--- src/hdl/rtt_predictive_cwnd_update_assert.svh ---
// Assertion macros shared by the window controller RTL.
// Each macro samples on clk and is disabled while arst_n is low.
`ifndef RTT_PREDICTIVE_CWND_UPDATE_ASSERT_SVH
`define RTT_PREDICTIVE_CWND_UPDATE_ASSERT_SVH

// Consequent must hold in the same cycle as the antecedent.
`define RPC_ASSERT_IMPL(label, ante, cons) \
	label: assert property (@(posedge clk) disable iff (!arst_n) (ante) |-> (cons)) \
		else $error("rpc: same-cycle check failed");

// Consequent must hold in the cycle after the antecedent.
`define RPC_ASSERT_NEXT(label, ante, cons) \
	label: assert property (@(posedge clk) disable iff (!arst_n) (ante) |=> (cons)) \
		else $error("rpc: next-cycle check failed");

// Expression must hold at every clock edge out of reset.
`define RPC_ASSERT_ALWAYS(label, expr) \
	label: assert property (@(posedge clk) disable iff (!arst_n) (expr)) \
		else $error("rpc: invariant failed");

`endif

--- src/hdl/rpc_pkg.sv ---
`timescale 1ns / 1ps
package rpc_pkg;

	// Field widths
	localparam int SegW  = 16;
	localparam int RttW  = 24;
	localparam int ByteW = 32;

	// Datapath widths
	localparam int NumW  = 2 * ByteW;       // dividend and accumulator
	localparam int DenW  = RttW + 3;        // holds 6 * RTT
	localparam int ProdW = ByteW + DenW;    // 32 x 27 product
	localparam int LpW   = ByteW + 1;       // predicted load in segments
	localparam int WnW   = ByteW + RttW + 2; // new window in segments
	localparam int DiffW = LpW + 2;         // signed Lpred - L1

	// Divider retires two quotient bits per cycle
	localparam int DivItW = 6;
	localparam logic [DivItW-1:0] DivItShort = DivItW'(ByteW / 2);
	localparam logic [DivItW-1:0] DivItLong  = DivItW'(NumW / 2);

	// Lower bound of predicted load and window, in segments
	localparam int MinSegs = 2;

	// Segment size after reset
	localparam logic [SegW-1:0] SegReset = SegW'(1460);

	// Microprogram
	localparam int StepW = 5;

	typedef enum logic [1:0] {
		MODE_RTT    = 2'd0,
		MODE_UPDATE = 2'd1,
		MODE_THRESH = 2'd2,
		MODE_NONE   = 2'd3
	} mode_t;

	typedef enum logic [2:0] {MA_NONE, MA_L1, MA_W1, MA_DABS, MA_WN} mul_a_t;
	typedef enum logic [2:0] {MB_M6, MB_R5, MB_R, MB_M, MB_SEG} mul_b_t;
	typedef enum logic [2:0] {
		ACC_HOLD, ACC_LOAD, ACC_ADD, ACC_SUB, ACC_ADDSUB_D, ACC_CLAMP
	} acc_op_t;
	typedef enum logic [2:0] {DIV_NONE, DIV_L1, DIV_W1, DIV_LP, DIV_WN} div_op_t;
	typedef enum logic [2:0] {LD_NONE, LD_L1, LD_W1, LD_LP, LD_WN} ld_t;
	typedef enum logic [1:0] {C_NEXT, C_NOT_UPD, C_DIV_BUSY} cond_t;
	typedef enum logic [1:0] {FIN_NONE, FIN_PLAIN, FIN_UPD} fin_t;

	typedef struct packed {
		mul_a_t           mul_a;
		mul_b_t           mul_b;
		acc_op_t          acc_op;
		div_op_t          div_op;
		ld_t              ld;
		cond_t            cond;
		logic [StepW-1:0] target;
		fin_t             fin;
	} ctl_t;

	typedef struct packed {
		logic not_upd;
		logic div_busy;
	} status_t;

	localparam ctl_t CtlIdle = '{
		mul_a:  MA_NONE,
		mul_b:  MB_M6,
		acc_op: ACC_HOLD,
		div_op: DIV_NONE,
		ld:     LD_NONE,
		cond:   C_NEXT,
		target: '0,
		fin:    FIN_NONE
	};

	// Jump targets
	localparam logic [StepW-1:0] StepWaitL1 = StepW'(2);
	localparam logic [StepW-1:0] StepWaitW1 = StepW'(4);
	localparam logic [StepW-1:0] StepWaitLp = StepW'(11);
	localparam logic [StepW-1:0] StepWaitWn = StepW'(18);
	localparam logic [StepW-1:0] StepPlain  = StepW'(22);

	// Control store: window update program, plain finish at the end
	function automatic ctl_t ucode(input logic [StepW-1:0] step);
		ctl_t c;
		c = CtlIdle;
		case (step)
			5'd0: begin
				c.cond = C_NOT_UPD;
				c.target = StepPlain;
			end
			5'd1: c.div_op = DIV_L1;
			5'd2: begin
				c.cond = C_DIV_BUSY;
				c.target = StepWaitL1;
			end
			5'd3: begin
				c.ld = LD_L1;
				c.div_op = DIV_W1;
			end
			5'd4: begin
				c.cond = C_DIV_BUSY;
				c.target = StepWaitW1;
			end
			5'd5: begin
				c.ld = LD_W1;
				c.mul_a = MA_L1;
				c.mul_b = MB_M6;
			end
			5'd6: begin
				c.mul_a = MA_W1;
				c.mul_b = MB_M6;
				c.acc_op = ACC_LOAD;
			end
			5'd7: begin
				c.mul_a = MA_W1;
				c.mul_b = MB_R5;
				c.acc_op = ACC_ADD;
			end
			5'd8: c.acc_op = ACC_SUB;
			5'd9: c.acc_op = ACC_CLAMP;
			5'd10: c.div_op = DIV_LP;
			5'd11: begin
				c.cond = C_DIV_BUSY;
				c.target = StepWaitLp;
			end
			5'd12: c.ld = LD_LP;
			5'd13: begin
				c.mul_a = MA_W1;
				c.mul_b = MB_R;
			end
			5'd14: begin
				c.mul_a = MA_DABS;
				c.mul_b = MB_M;
				c.acc_op = ACC_LOAD;
			end
			5'd15: c.acc_op = ACC_ADDSUB_D;
			5'd16: c.acc_op = ACC_CLAMP;
			5'd17: c.div_op = DIV_WN;
			5'd18: begin
				c.cond = C_DIV_BUSY;
				c.target = StepWaitWn;
			end
			5'd19: c.ld = LD_WN;
			5'd20: begin
				c.mul_a = MA_WN;
				c.mul_b = MB_SEG;
			end
			5'd21: c.fin = FIN_UPD;
			default: c.fin = FIN_PLAIN;
		endcase
		return c;
	endfunction

endpackage

--- src/hdl/rpc_div.sv ---
`timescale 1ns / 1ps
module rpc_div import rpc_pkg::*; (
	input  logic              clk,
	input  logic              arst_n,
	input  logic              start,
	input  logic [NumW-1:0]   num,
	input  logic [DenW-1:0]   den,
	input  logic [DivItW-1:0] iters,
	output logic              busy,
	output logic [NumW-1:0]   quot
);

	logic [NumW-1:0]   q_q;
	logic [DenW-1:0]   rem_q;
	logic [DenW-1:0]   den_q;
	logic [DivItW-1:0] cnt_q;

	logic [NumW-1:0] q_nx;
	logic [DenW-1:0] rem_nx;
	logic [DenW:0]   trial;

	assign busy = (cnt_q != '0);
	assign quot = q_q;

	// Two restoring steps per cycle
	always_comb begin
		q_nx = q_q;
		rem_nx = rem_q;
		trial = '0;
		for (int k = 0; k < 2; k++) begin
			trial = {rem_nx, q_nx[NumW-1]};
			q_nx = {q_nx[NumW-2:0], 1'b0};
			if (trial >= {1'b0, den_q}) begin
				trial = trial - {1'b0, den_q};
				q_nx[0] = 1'b1;
			end
			rem_nx = trial[DenW-1:0];
		end
	end

	// Count iterations
	always_ff @(posedge clk or negedge arst_n) begin
		if (!arst_n) begin
			cnt_q <= '0;
		end else if (start) begin
			cnt_q <= iters;
		end else if (busy) begin
			cnt_q <= cnt_q - DivItW'(1);
		end
	end

	// Load operands, then shift quotient bits in
	always_ff @(posedge clk) begin
		if (start) begin
			q_q <= num;
			rem_q <= '0;
			den_q <= den;
		end else if (busy) begin
			q_q <= q_nx;
			rem_q <= rem_nx;
		end
	end

endmodule

--- src/hdl/rpc_dp.sv ---
`timescale 1ns / 1ps
module rpc_dp import rpc_pkg::*; (
	input  logic             clk,
	input  logic             arst_n,
	input  ctl_t             ctl,
	input  logic [ByteW-1:0] inflight,
	input  logic [ByteW-1:0] cwnd,
	input  logic [RttW-1:0]  rtt,
	input  logic [RttW-1:0]  min_rtt,
	input  logic [SegW-1:0]  seg,
	output logic             div_busy,
	output logic [ByteW-1:0] new_window
);

	logic [ByteW-1:0] l1_q;
	logic [ByteW-1:0] w1_q;
	logic [LpW-1:0]   lp_q;
	logic [WnW-1:0]   wn_q;
	logic [ProdW-1:0] prod_q;
	logic signed [NumW-1:0] acc_q;

	logic [DenW-1:0]  m6;
	logic [DenW-1:0]  r5;
	logic [ByteW-1:0] mul_a_v;
	logic [DenW-1:0]  mul_b_v;
	logic [ProdW-1:0] mul_p;
	logic signed [NumW-1:0] prod_ext;

	logic [DiffW-1:0] d_pos;
	logic [DiffW-1:0] d_mag;
	logic             d_neg;
	logic [ByteW-1:0] d_abs;

	logic              div_start;
	logic [NumW-1:0]   div_num;
	logic [DenW-1:0]   div_den;
	logic [DivItW-1:0] div_iters;
	logic [NumW-1:0]   quot;

	logic [LpW-1:0] lp_v;
	logic [WnW-1:0] wn_v;
	logic [WnW-1:0] wn_cl;

	// Scaled RTT operands
	assign m6 = DenW'({min_rtt, 2'b00}) + DenW'({min_rtt, 1'b0});
	assign r5 = DenW'({rtt, 2'b00}) + DenW'(rtt);

	// Signed Lpred - L1 as sign and magnitude
	assign d_pos = DiffW'(lp_q) - DiffW'(l1_q);
	assign d_mag = DiffW'(l1_q) - DiffW'(lp_q);
	assign d_neg = d_pos[DiffW-1];
	assign d_abs = d_neg ? d_mag[ByteW-1:0] : d_pos[ByteW-1:0];

	// Select multiplier operands
	always_comb begin
		case (ctl.mul_a)
			MA_L1:   mul_a_v = l1_q;
			MA_W1:   mul_a_v = w1_q;
			MA_DABS: mul_a_v = d_abs;
			MA_WN:   mul_a_v = wn_q[ByteW-1:0];
			default: mul_a_v = '0;
		endcase
		case (ctl.mul_b)
			MB_M6:   mul_b_v = m6;
			MB_R5:   mul_b_v = r5;
			MB_R:    mul_b_v = DenW'(rtt);
			MB_M:    mul_b_v = DenW'(min_rtt);
			MB_SEG:  mul_b_v = DenW'(seg);
			default: mul_b_v = '0;
		endcase
	end

	assign mul_p = mul_a_v * mul_b_v;
	assign prod_ext = signed'(NumW'(prod_q));

	// Select divider operands
	always_comb begin
		div_start = (ctl.div_op != DIV_NONE);
		case (ctl.div_op)
			DIV_L1: begin
				div_num = {inflight, {ByteW{1'b0}}};
				div_den = DenW'(seg);
				div_iters = DivItShort;
			end
			DIV_W1: begin
				div_num = {cwnd, {ByteW{1'b0}}};
				div_den = DenW'(seg);
				div_iters = DivItShort;
			end
			DIV_LP: begin
				div_num = unsigned'(acc_q);
				div_den = m6;
				div_iters = DivItLong;
			end
			DIV_WN: begin
				div_num = unsigned'(acc_q);
				div_den = DenW'(rtt);
				div_iters = DivItLong;
			end
			default: begin
				div_num = '0;
				div_den = '0;
				div_iters = DivItShort;
			end
		endcase
	end

	rpc_div u_div (
		.clk    (clk),
		.arst_n (arst_n),
		.start  (div_start),
		.num    (div_num),
		.den    (div_den),
		.iters  (div_iters),
		.busy   (div_busy),
		.quot   (quot)
	);

	// Clamp quotients to the two-segment floor; bump an unchanged window
	assign lp_v = quot[LpW-1:0];
	assign wn_v = quot[WnW-1:0];
	assign wn_cl = (wn_v < WnW'(MinSegs)) ? WnW'(MinSegs) : wn_v;

	// Datapath registers
	always_ff @(posedge clk) begin
		if (ctl.mul_a != MA_NONE) begin
			prod_q <= mul_p;
		end
		case (ctl.acc_op)
			ACC_LOAD:     acc_q <= prod_ext;
			ACC_ADD:      acc_q <= acc_q + prod_ext;
			ACC_SUB:      acc_q <= acc_q - prod_ext;
			ACC_ADDSUB_D: acc_q <= d_neg ? (acc_q - prod_ext) : (acc_q + prod_ext);
			ACC_CLAMP:    acc_q <= acc_q[NumW-1] ? '0 : acc_q;
			default:      acc_q <= acc_q;
		endcase
		case (ctl.ld)
			LD_L1: l1_q <= quot[ByteW-1:0];
			LD_W1: w1_q <= quot[ByteW-1:0];
			LD_LP: lp_q <= (lp_v < LpW'(MinSegs)) ? LpW'(MinSegs) : lp_v;
			LD_WN: wn_q <= (wn_cl == WnW'(w1_q)) ? (wn_cl + WnW'(1)) : wn_cl;
			default: ;
		endcase
	end

	// Window in bytes, saturated
	assign new_window = ((|wn_q[WnW-1:ByteW]) || (|prod_q[ProdW-1:ByteW])) ?
		'1 : prod_q[ByteW-1:0];

endmodule

--- src/hdl/rpc_seq.sv ---
`timescale 1ns / 1ps
module rpc_seq import rpc_pkg::*; (
	input  logic    clk,
	input  logic    arst_n,
	input  logic    start,
	input  status_t st,
	input  logic    fin_ok,
	output ctl_t    ctl,
	output logic    busy
);

	logic [StepW-1:0] step_q;
	logic             busy_q;

	assign busy = busy_q;
	assign ctl = busy_q ? ucode(step_q) : CtlIdle;

	// Advance the step counter, take jumps, stop on finish
	always_ff @(posedge clk or negedge arst_n) begin
		if (!arst_n) begin
			step_q <= '0;
			busy_q <= 1'b0;
		end else if (start) begin
			step_q <= '0;
			busy_q <= 1'b1;
		end else if (busy_q) begin
			if (ctl.fin != FIN_NONE) begin
				if (fin_ok) begin
					busy_q <= 1'b0;
				end
			end else begin
				case (ctl.cond)
					C_NOT_UPD:  step_q <= st.not_upd ? ctl.target : step_q + StepW'(1);
					C_DIV_BUSY: step_q <= st.div_busy ? ctl.target : step_q + StepW'(1);
					default:    step_q <= step_q + StepW'(1);
				endcase
			end
		end
	end

endmodule

--- src/hdl/rtt_predictive_cwnd_update.sv ---
`timescale 1ns / 1ps
// RTT-predictive congestion window controller.
// Input channel s_axis: tuser carries the mode (0 RTT sample, 1 window update,
// 2 threshold query, 3 no action); tdata carries the ACK-event fields.
// Output channel m_axis: one result per input transfer, tuser = window_changed,
// tdata = new window and new threshold in bytes.
// cfg_wr_en/cfg_wr_data write the segment size; write it only while idle.
// Steps: an RTT sample, a threshold query or a skipped update jumps from the
// first step straight to the plain finish. A window update runs the full
// microprogram: four divisions in the shared two-bit-per-cycle divider (two
// short and two long), a wait step per division that holds until it finishes,
// and 18 control steps.
// Flow: one item is in work at a time; the next transfer is taken once the
// result is registered. s_axis_tready is high whenever the sequencer is idle,
// also while a finished result still waits in the output register. If
// m_axis_tready is low while a result waits there, the sequencer holds at its
// finish step until the output register frees up, and s_axis_tready stays low
// meanwhile.
// Reset: minimum RTT goes to all ones, round end to zero, segment size to
// 1460 bytes, and both channels come up empty.
`include "rtt_predictive_cwnd_update_assert.svh"
module rtt_predictive_cwnd_update import rpc_pkg::*; (
	input  logic         clk,
	input  logic         arst_n,
	input  logic         cfg_wr_en,
	input  logic [15:0]  cfg_wr_data,   // segment_bytes
	input  logic         s_axis_tvalid,
	output logic         s_axis_tready,
	// s_axis_tdata from bit 0: rtt_sample_us[24], acked_seq[32], next_send_seq[32],
	// inflight_bytes[32], window_bytes[32], latest_rtt_us[24], threshold_bytes[32]
	input  logic [207:0] s_axis_tdata,
	input  logic [1:0]   s_axis_tuser,  // mode
	output logic         m_axis_tvalid,
	input  logic         m_axis_tready,
	output logic [63:0]  m_axis_tdata,  // new_window_bytes[32], new_threshold_bytes[32]
	output logic         m_axis_tuser   // window_changed
);

	logic [SegW-1:0] seg_q;
	logic [RttW-1:0] least_q;
	logic [ByteW-1:0] round_end_q;

	mode_t            mode_q;
	logic [RttW-1:0]  sample_q;
	logic [ByteW-1:0] acked_q;
	logic [ByteW-1:0] next_q;
	logic [ByteW-1:0] inflight_q;
	logic [ByteW-1:0] cwnd_q;
	logic [RttW-1:0]  latest_q;
	logic [ByteW-1:0] thresh_q;

	logic             out_valid_q;
	logic             out_changed_q;
	logic [ByteW-1:0] out_window_q;
	logic [ByteW-1:0] out_thresh_q;

	logic             in_fire;
	logic             seq_busy;
	logic             fin_ok;
	logic             fire;
	ctl_t             ctl;
	status_t          st;
	logic [SegW-1:0]  seg_eff;
	logic [RttW-1:0]  m_eff;
	logic [ByteW-1:0] seq_gap;
	logic             div_busy;
	logic [ByteW-1:0] dp_window;
	logic [ByteW-1:0] thr_less;
	logic [ByteW-1:0] thr_lo;
	logic [ByteW-1:0] thr_floor;
	logic [ByteW-1:0] thr_res;

	assign in_fire = s_axis_tvalid && s_axis_tready;
	assign s_axis_tready = !seq_busy;
	assign fin_ok = !out_valid_q || m_axis_tready;
	assign fire = (ctl.fin != FIN_NONE) && fin_ok;

	// Zero segment size and zero minimum RTT act as one
	assign seg_eff = (seg_q == '0) ? SegW'(1) : seg_q;
	assign m_eff = (least_q == '0) ? RttW'(1) : least_q;

	// Update only with a nonzero RTT once acked_seq reaches the round end
	assign seq_gap = acked_q - round_end_q;
	assign st.not_upd = !((mode_q == MODE_UPDATE) && (latest_q != '0) && !seq_gap[ByteW-1]);
	assign st.div_busy = div_busy;

	// Slow-start threshold: max(min(ssthresh, cwnd - seg), 2 * seg)
	assign thr_less = cwnd_q - ByteW'(seg_eff);
	assign thr_lo = (thresh_q < thr_less) ? thresh_q : thr_less;
	assign thr_floor = ByteW'({seg_eff, 1'b0});
	assign thr_res = (thr_lo > thr_floor) ? thr_lo : thr_floor;

	rpc_seq u_seq (
		.clk    (clk),
		.arst_n (arst_n),
		.start  (in_fire),
		.st     (st),
		.fin_ok (fin_ok),
		.ctl    (ctl),
		.busy   (seq_busy)
	);

	rpc_dp u_dp (
		.clk        (clk),
		.arst_n     (arst_n),
		.ctl        (ctl),
		.inflight   (inflight_q),
		.cwnd       (cwnd_q),
		.rtt        (latest_q),
		.min_rtt    (m_eff),
		.seg        (seg_eff),
		.div_busy   (div_busy),
		.new_window (dp_window)
	);

	// Capture the input transfer
	always_ff @(posedge clk) begin
		if (in_fire) begin
			mode_q     <= mode_t'(s_axis_tuser);
			sample_q   <= s_axis_tdata[23:0];
			acked_q    <= s_axis_tdata[55:24];
			next_q     <= s_axis_tdata[87:56];
			inflight_q <= s_axis_tdata[119:88];
			cwnd_q     <= s_axis_tdata[151:120];
			latest_q   <= s_axis_tdata[175:152];
			thresh_q   <= s_axis_tdata[207:176];
		end
	end

	// Configuration, controller state and output valid
	always_ff @(posedge clk or negedge arst_n) begin
		if (!arst_n) begin
			seg_q <= SegReset;
			least_q <= '1;
			round_end_q <= '0;
			out_valid_q <= 1'b0;
		end else begin
			if (cfg_wr_en) begin
				seg_q <= cfg_wr_data;
			end
			if (fire) begin
				out_valid_q <= 1'b1;
				if (ctl.fin == FIN_UPD) begin
					round_end_q <= next_q;
				end else if ((mode_q == MODE_RTT) && (sample_q != '0) &&
					(sample_q < least_q)) begin
					least_q <= sample_q;
				end
			end else if (m_axis_tready) begin
				out_valid_q <= 1'b0;
			end
		end
	end

	// Result payload
	always_ff @(posedge clk) begin
		if (fire) begin
			if (ctl.fin == FIN_UPD) begin
				out_changed_q <= 1'b1;
				out_window_q <= dp_window;
				out_thresh_q <= '0;
			end else begin
				out_changed_q <= 1'b0;
				out_window_q <= '0;
				out_thresh_q <= (mode_q == MODE_THRESH) ? thr_res : '0;
			end
		end
	end

	assign m_axis_tvalid = out_valid_q;
	assign m_axis_tuser = out_changed_q;
	assign m_axis_tdata = {out_thresh_q, out_window_q};

	// A transfer always starts the microprogram
	`RPC_ASSERT_NEXT(a_accept_starts, in_fire, seq_busy)
	// The divider never runs while the sequencer is idle
	`RPC_ASSERT_IMPL(a_idle_div, !seq_busy, !div_busy)
	// The minimum RTT never drops to zero
	`RPC_ASSERT_ALWAYS(a_min_rtt_nonzero, least_q != '0)
	// A delivered update moves the round end to the captured next sequence
	`RPC_ASSERT_NEXT(a_round_advance, fire && (ctl.fin == FIN_UPD), round_end_q == $past(next_q))

endmodule
--- config.mk ---
export PLATFORM = sky130hd
export DESIGN_NAME = rtt_predictive_cwnd_update
export DESIGN_NICKNAME = d
export VERILOG_FILES = /design/src/hdl/rpc_pkg.sv /design/src/hdl/rpc_div.sv /design/src/hdl/rpc_dp.sv /design/src/hdl/rpc_seq.sv /design/src/hdl/rtt_predictive_cwnd_update.sv
export VERILOG_INCLUDE_DIRS = /design/src /design/src/hdl
export SDC_FILE = /design/constraint.sdc
export NUM_CORES = 2
export LEC_CHECK = 0
export BUFFER_PORTS_ARGS = -buffer_cell sky130_fd_sc_hd__buf_2
export CAP_MARGIN = 20
export CORE_MARGIN = 5
export CORE_UTILIZATION = 35
export CTS_CLUSTER_DIAMETER = 100
export DETAILED_ROUTE_END_ITERATION = 10
export MAX_ROUTING_LAYER = met4
export SLEW_MARGIN = 25
export SYNTH_ARGS = -nofsm -noshare
export SYNTH_HDL_FRONTEND = slang
export SYNTH_SLANG_ARGS = --single-unit
--- constraint.sdc ---
create_clock -name clk -period 14.22 [get_ports clk]
set_input_delay 1.422 -clock clk [delete_from_list [all_inputs] [get_ports clk]]
set_output_delay 1.422 -clock clk [all_outputs]
set_load 0.02 [all_outputs]
==> impl_metrics.toml <==
[logic_synthesis]
yosysWarnings = 0
synth_edf_count = 644
synth_seq_cells = 756
netlist_instances = 8376
synthesis.nets = 9975
ys_async_sr_fraction_pct = 11.24
syn_area_um2 = 77820
synth_cell_types = 103
syn_avg_cell_area_um2 = 9.290
yosys_most_used_dff = "edfxtp_1"
seq_area_frac_synth_pct = 28.33

[floorplan]
dieWidth_um = 481.5
core-area_um2 = 221700
initial_core_util_pct = 35.11
rows = 173
ioPinCount = 298
die_y_um = 481.5
die_area_um2 = 231900

[clocking]
cts-root-buf = "clkbuf_16"
clockBufferDepth = 3
htreeDepth = 3
ctsHoldBuffers = 0
cts_tree = "built"
post_cts_buffers = 0
insertion_delay_ns = 0.75
cts.sinks = 756
cts_resized = 0
numCtsBuffers = 85
cts.clk_slew.worst_paths_ns = 0.07

[drt]
routed_wl_um = 271300
wl_per_cell_um = 23.62
vias = 63860
drt_first_pass_iters = 7
drc_errors = 0
drt_iter0_markers = 6369
antenna_left = 0
via_per_inst = 5.562

[pwr]
power_density_nw_per_um2 = 158.1
ir_worst_vdd_v = 0.0001572
p_leak_uw = 0.03856

[placement]
post-dp-hpwl_um = 212600
io_buffers = 297
dpl.cell_count = 11300
gp_congestion = 0.9636

[cells_and_area]
layout_commonest_cell = "inv_1"
final_layout_size_suffix_gt1_share_pct = 9.661
area_growth_pct = 9.757
layout_common_cells = "inv_1 (1224), nand2_1 (1189), fa_1 (758)"
layout.nets = 10010
layout.cells.non_filler = 11480
fin_util_pct = 38.53

[sta]
fin_tns_setup_ns = 0
fmax_ghz = 0.08287
setup_viol = 0
slew_headroom_pct = 24.34
period_minus_slack_ns = 12.07
hold_violations = 0
skew_ns = 0.05820
grt_setup_unrepaired = "no"
slew_viol_final = 0
tightestPinTransition_ns = 1.106
post-route-period-util_pct = 84.86
holdWs_ns = 0.4734

[worst_setup_path]
worstSetupEndpointType = "flop"
worstPathRequired_ns = 14.70
crit_top_cell = "fa_1"
cpPeakStageDelay_ns = 0.84
arrival_ns = 12.54
cp_max_fo = 16
start_kind = "flop"
crit_type = "reg -> reg"
critPathSlowestCell = "a221o_1"

[outcome]
status = "completed"

[global_routing]
grt_pass1_vias = 63280
antenna_found_initial = 31
grt_max_degree = 85
overflow = 0
grt_first_pass_wirelength_um = 404800
gr-usage-all-layers_pct = 23.52

[job]
maxCapViolations = 0

[hold_path]
hold_class = "reg -> reg"
metrics by stage:
stage	setup WS [ns]	total power, µW	cell area, µm²
2_1_floorplan	3.716	8546	77820
3_3_place_gp	2.315	10920	82330
3_5_place_dp	2.138	10990	82370
4_1_cts	2.076	13430	85310
5_1_grt	1.395	14340	85400
6_report	2.153	13500	85410
flip-flops by register name, summed over array words and instances (netlist names), 33 cells and up:
register,count
u_dp.prod_q,59
u_dp.u_div.quot,64
u_dp.lp_q,33
u_dp.acc_q,64
u_dp.wn_q,58
layer usage:
layer	wire length, µm	vias to the layer above	GRT usage (%)
li1	-	28530	-
met5	0	-	-
met4	8895	0	6.679
met2	121200	2696	35.76
met1	119200	32250	32.37
met3	21940	382	4.058
worst max-delay path: cells and delay by family, from the launching register on:
family / cells / cell delay [ns]
buffers and inverters: 7 / 0.46
adder cells (fa/ha/maj): 11 / 4.78
AND/OR/NAND/NOR: 7 / 1.31
AO/OA/AOI/OAI: 14 / 4.46
flip-flops: 1 / 0.40
XOR/XNOR: 2 / 0.37
final cells by class:
type                       count  area (µm²)
multi-input combinational   5911       49540
clock buffer                 107        2355
fill                       22270      136200
tap                         2975        3722
sequential                   756       22040
antenna                       30       75.07
clock inverter                48       579.3
inverter                    1232        4634
timing repair buffer         423        2455
power breakdown:
part	switching, µW	internal, µW	total (µW)
registers	504	3090	3590
clock network	1030	1350	2380
logic	5020	2510	7530
final timing paths:
kind                        startpoint             endpoint  slack, ns  depth (start not counted)
setup / recovery           least_q[23]      u_dp.prod_q[53]       2.15                         41
hold / removal              next_q[30]      round_end_q[30]       0.47                          1
setup reg to reg           least_q[23]      u_dp.prod_q[53]       2.15                         41
hold reg to reg             next_q[30]      round_end_q[30]       0.47                          1
max in group asynchronous       arst_n  u_dp.u_div.cnt_q[4]      12.36                          2
min in group asynchronous       arst_n       round_end_q[8]       0.65                          1
kinds of logic after synthesis:
logic type,share of synthesized area [%]
AOI/OAI and AO/OA,15.12
xor gates and xnor gates,2.960
adders and majority gates,29.31
buffers and inverters,8.466
DFF,28.33
muxes,1.473
and+or+nand+nor,14.34
cells in the mapped netlist, types with 90 or more instances:
cell / n / share of area, %
a21o_1: 165 / 1.6
a21oi_1: 429 / 2.8
a31oi_1: 90 / 0.72
and2_1: 173 / 1.4
buf_2: 99 / 0.64
clkbuf_1: 354 / 1.7
edfxtp_1: 644 / 25
fa_1: 758 / 20
ha_1: 610 / 9.8
inv_1: 1226 / 5.9
nand2_1: 1192 / 5.7
nand3_1: 192 / 1.2
nor2_1: 374 / 1.8
o21ai_0: 307 / 2.0
xnor2_1: 150 / 1.7
xor2_1: 113 / 1.3
No activity file was read; power rests on OpenSTA's default activity.
